--- config.mk ---
export PLATFORM = sky130hd
export DESIGN_NAME = fpst_unit
export DESIGN_NICKNAME = d
export VERILOG_FILES = /design/src/rtl/fpst_pkg.sv /design/src/rtl/fpst_unit.sv
export SDC_FILE = /design/constraint.sdc
export NUM_CORES = 1
export LEC_CHECK = 0
export BUFFER_PORTS_ARGS = -buffer_cell sky130_fd_sc_hd__buf_2
export CAP_MARGIN = 15
export CORE_UTILIZATION = 40
export DETAILED_ROUTE_END_ITERATION = 7
export GPL_TIMING_DRIVEN = 0
export PLACE_DENSITY = 0.79
export SETUP_SLACK_MARGIN = 0.2
export SYNTH_ARGS = -nofsm -noshare
export SYNTH_HDL_FRONTEND = slang
export SYNTH_SLANG_ARGS = --single-unit
--- constraint.sdc ---
create_clock -name vclk -period 7.3
set_clock_uncertainty 0.15 [all_clocks]
set_input_delay 0.73 -clock vclk [all_inputs]
set_output_delay 0.73 -clock vclk [all_outputs]
set_load 0.05 [all_outputs]
--- src/rtl/fpst_pkg.sv ---
// Shared types and constants of the Fenwick prefix-sum table.
`default_nettype none

package fpst_pkg;

  // Width of the index walker; holds any position plus one lowest-bit step.
  localparam int unsigned WALK_W = 12;
  localparam int unsigned POS_W  = 11;
  localparam int unsigned SIZE_W = 11;
  localparam int unsigned OUT_W  = 32;
  localparam int unsigned ADD_W  = 32;

  typedef enum logic [1:0] {
    CMD_QUERY = 2'd0,
    CMD_ADD   = 2'd1,
    CMD_CLEAR = 2'd2
  } cmd_e;

  typedef enum logic [2:0] {
    ST_CLEAR,
    ST_IDLE,
    ST_QRD,
    ST_QACC,
    ST_ARD,
    ST_AWR
  } state_e;

  // Controls for the shared arithmetic unit.
  typedef struct packed {
    logic walk_up;  // step the index up (add) or down (query)
    logic acc_sel;  // add the read cell to the running sum, else to the amount
  } unit_ctl_t;

endpackage

`default_nettype wire

--- src/rtl/fpst_unit.sv ---
// Shared cell adder and lowest-set-bit index stepper.
`default_nettype none

module fpst_unit
  import fpst_pkg::*;
#(
  parameter int unsigned CELL_W = 32
) (
  input  wire unit_ctl_t           ctl_i,
  input  wire logic [WALK_W-1:0]   pos_i,
  input  wire logic [CELL_W-1:0]   acc_i,
  input  wire logic [CELL_W-1:0]   amount_i,
  input  wire logic [CELL_W-1:0]   cell_i,
  output logic      [WALK_W-1:0]   pos_next_o,
  output logic      [CELL_W-1:0]   sum_o
);

  logic [WALK_W-1:0] low_bit;

  always_comb begin
    low_bit = pos_i & (~pos_i + 1'b1);
    if (ctl_i.walk_up) begin
      pos_next_o = pos_i + low_bit;
    end else begin
      pos_next_o = pos_i - low_bit;
    end
    sum_o = (ctl_i.acc_sel ? acc_i : amount_i) + cell_i;
  end

endmodule

`default_nettype wire

# [Word-level counts from Yosys, hierarchy flattened]
# Cells that the tools add are included.
# W data, S select, Z words.
[totals] output_inout_bits=44 memories=0 rom_bits=0 ramBits=0 latch_bits=0 ff_bits=0 input_bits=110 wordCells=8
[classes] order_cmp=0 eq_ne=0 shifts=0 n_div=0 mux=2 multipliers=0 addsub=4 n_reduce_logical=0 n_bitwise=2
[op_table] operator="$add A32 B32 Y32" n=1
[op_table] operator="$mux W32" n=1
[op_table] operator="$add A12 B1 Y12 const B" n=1
[op_table] operator="$add A12 B12 Y12" n=1
[op_table] operator="$and A12 B12 Y12" n=1
[op_table] operator="$mux W12" n=1
[op_table] operator="$not A12 Y12" n=1
[op_table] operator="$sub A12 B12 Y12" n=1

# [Logic depth before layout (Yosys ltp)]
[depth] word_depth=5 depth_mapped=14 ltp_nobuf=13

# [Least setup slack after synthesis]
# No wires, ideal clock.
[synth_timing] kind="input -> output" from="in ctl_i[0] (netlist bit)" to="out sum_o[17]" path_buffers=2 setup_slack_ps=2124 cell_stages=14 arrival_time_ps=4296 required_ps=6420 cell_sequence="clkbuf_1 > clkbuf_1 > mux2i_1 > inv_1 > ha_1 > a21o_1 > a21oi_1 > o21ai_1 > o31ai_2 > o21ai_0 > a21o_1 > a311oi_1 > o21bai_1 > xor2_1"
[synth_between] elab_chain_len=2
[synth_rtl] item="from (decl)" line_no="fpst_unit.sv:9" rtl="input wire unit_ctl_t ctl_i,"
[synth_rtl] item="$mux W32" line_no="fpst_unit.sv:27" rtl="sum_o = (ctl_i.acc_sel ? acc_i : amount_i) + cell_i;"
[synth_rtl] item="$add A32 B32 Y32" line_no="fpst_unit.sv:27"
[synth_rtl] item="to (decl)" line_no="fpst_unit.sv:15" rtl="output logic [CELL_W-1:0] sum_o"
# Every way passes these cells.

# [Final worst setup path]
# Ends and elaborated chain as after synthesis.

==> impl_metrics.env <==
export IMPL_yosysWarnings=0
export IMPL_start_util_pct=42.4
export IMPL_finalSetupViolCount=0
export IMPL_area_growth_pct=35.6
export IMPL_design_area_mm2=0.00322
export IMPL_grt_overflow=0
export IMPL_crit_fanout=10
export IMPL_rsz0062_at_grt="false"
export IMPL_place_inst=536
export IMPL_power_density_mw_per_mm2=173
export IMPL_total_leakage_power_nw=1.67
export IMPL_outcome="completed"
export IMPL_fp_coreArea_mm2=0.00561
export IMPL_fin_tns_setup_ns=0
export IMPL_first_pass_iters=4
export IMPL_final_seq_area_um2=0
export IMPL_ctsResizeCount=0
export IMPL_synth_distinct_cells=44
export IMPL_dp_hpwl_mm=5.62
export IMPL_drt_iter0_markers=44
export IMPL_cts_hold_buf=0
export IMPL_syn_inst=313
export IMPL_first_global_vias=2566
export IMPL_hold_path_class="primary input to output pin"
export IMPL_critical_path_class="primary input to output pin"
export IMPL_wire_per_inst_um=11.9
export IMPL_drv_slew=0
export IMPL_synth_area_mm2=0.00238
export IMPL_tightest_slew_ns=0.621
export IMPL_fin_ws_ns=1.80
export IMPL_drt_total_wl_mm=6.40
export IMPL_fin_cells=536
export IMPL_pwr_share_comb_pct=100.0
export IMPL_period_minus_slack_ns=5.50
export IMPL_drc=0
export IMPL_cts_setup_buffers=0
export IMPL_max_freq_ghz=0.182
export IMPL_ant_nets=0
export IMPL_place_ws_ns=1.84
export IMPL_placed_area_mm2=0.00322
export IMPL_finalHoldViolations=0
export IMPL_worstPathRequired_ns=6.42
export IMPL_grt_max_degree=11
export IMPL_fin_crit_sh_pct=75.3
export IMPL_n_sequential_cell=0
export IMPL_cp_start_kind="primary input"
export IMPL_io_buffers=151
export IMPL_syn_num_nets=466
export IMPL_cp_arrival_ns=4.62
export IMPL_yosysSeqAreaShare_pct=0
export IMPL_die_x_um=79.1
export IMPL_dieHeight_um=79.1
export IMPL_dieArea_mm2=0.00625
export IMPL_fin_nets=619
export IMPL_syn_avg_cell_area_um2=7.59
export IMPL_timing_hold_ws_ns=1.77
export IMPL_peakVddDrop_v=0.0000961
export IMPL_ios=154
export IMPL_grtUsageTotal_pct=19.6
export IMPL_routabilityCongestion=0.854
export IMPL_row_count=27
export IMPL_p_int_mw=0.171
export IMPL_drive_gt1_share_pct=41.6
export IMPL_viasPerCell=5.26
export IMPL_clock_power_share_pct=0
export IMPL_switching_power_mw=0.387
export IMPL_sw_frac_of_total_pct=69.4
export IMPL_slew_headroom_pct=58.6
export IMPL_grt_pass1_wl_mm=10.5
export IMPL_cap_violations=0
export IMPL_diodes=0
export IMPL_nClkBuffers=0
export IMPL_share_seq_of_total_power_pct=0
export IMPL_postLayoutCoreUtil_pct=57.5
export IMPL_antenna_found_initial=0
export IMPL_power_mw=0.558
export IMPL_vias=2821
export IMPL_crit_path_end_kind="output pin"
## worst max-delay path, stage by stage
cell and delay [ns]:
clkbuf_1 0.22, clkbuf_1 0.52, mux2i_1 0.35, inv_1 0.08, ha_1 0.27, a21o_1 0.17, a21oi_1 0.23, o21ai_1 0.15
o31ai_2 0.39, o21ai_0 0.22, a21o_1 0.23, a311oi_1 0.46, o21bai_1 0.17, xor2_1 0.14, buf_2 0.27
## area by class of cell
cell class                 count  area (µm²)
inverter                      14        52.6
multi-input combinational    291        2290
fill                         542        2390
timing repair buffer         151         756
buffer                         8        33.8
tap                           72        90.1
## power by group through the flow
stage	Clock (mW)	Combinational, mW	Sequential (mW)
after floorplan	0	0.433	0
after global placement	0	0.551	0
after detailed placement	0	0.557	0
after CTS	0	0.559	0
after global routing	0	0.597	0
final	0	0.558	0
## metal layers
layer  wire length (µm)  GRT usage, %
met5                  0             0
met4                  9          1.09
met3                425          1.72
met2               3180          37.2
met1               2780          24.6
## synth_stat cells (7+ instances only)
cell	count	area share (%)
a21oi_1	38	8.0
o21bai_1	8	2.5
inv_1	14	2.2
nand2_1	18	2.8
ha_1	41	22
nor2_1	16	2.5
xor2_1	15	5.5
mux2_2	30	14
xnor2_1	27	10
clkbuf_1	7	1.1
nand3_1	7	1.5
o21ai_0	16	3.4
a21o_1	14	4.4
a31oi_1	7	1.8
## cell families (layout without fill, tap and decap cells)
kind of cell | Yosys count | after routing | share of synthesized area, %
AOI/OAI and AO/OA | 103 | 103 | 26.8
xor gates and xnor gates | 42 | 42 | 15.5
adders and majority gates | 43 | 43 | 23.3
buffers and inverters | 22 | 173 | 3.63
muxes | 32 | 32 | 15.1
other | 1 | 1 | 0.158
and+or+nand+nor | 70 | 70 | 15.6
## cells in the final DEF (no fill, tap or decap), types with 2 or more instances in the layout
cell      instances
o21a_1            5
xnor2_1          27
nand4_1           5
o21bai_1          8
and3_1            3
a21boi_0          2
o21ai_1           2
mux2_2           30
or3_4             4
or2_2             2
xor2_1           15
nand2b_1          2
and2_2            2
buf_2           151
mux2i_1           2
o21ai_0          16
nor3_1            4
inv_1            14
fa_1              2
nor2_1           16
a21oi_1          38
nand2_1          18
nor2b_1           2
a21o_1           14
ha_1             41
clkbuf_1          7
a31oi_1           7
o31ai_1           2
nand3_1           7
## worst paths after layout
check / from / to / slack (ns) / cells past startpoint
min: cell_i[0] / sum_o[0] / 1.77 / 3
max: ctl_i[0] / sum_o[17] / 1.80 / 15
Note: power is estimated with default switching activity, not from simulation.
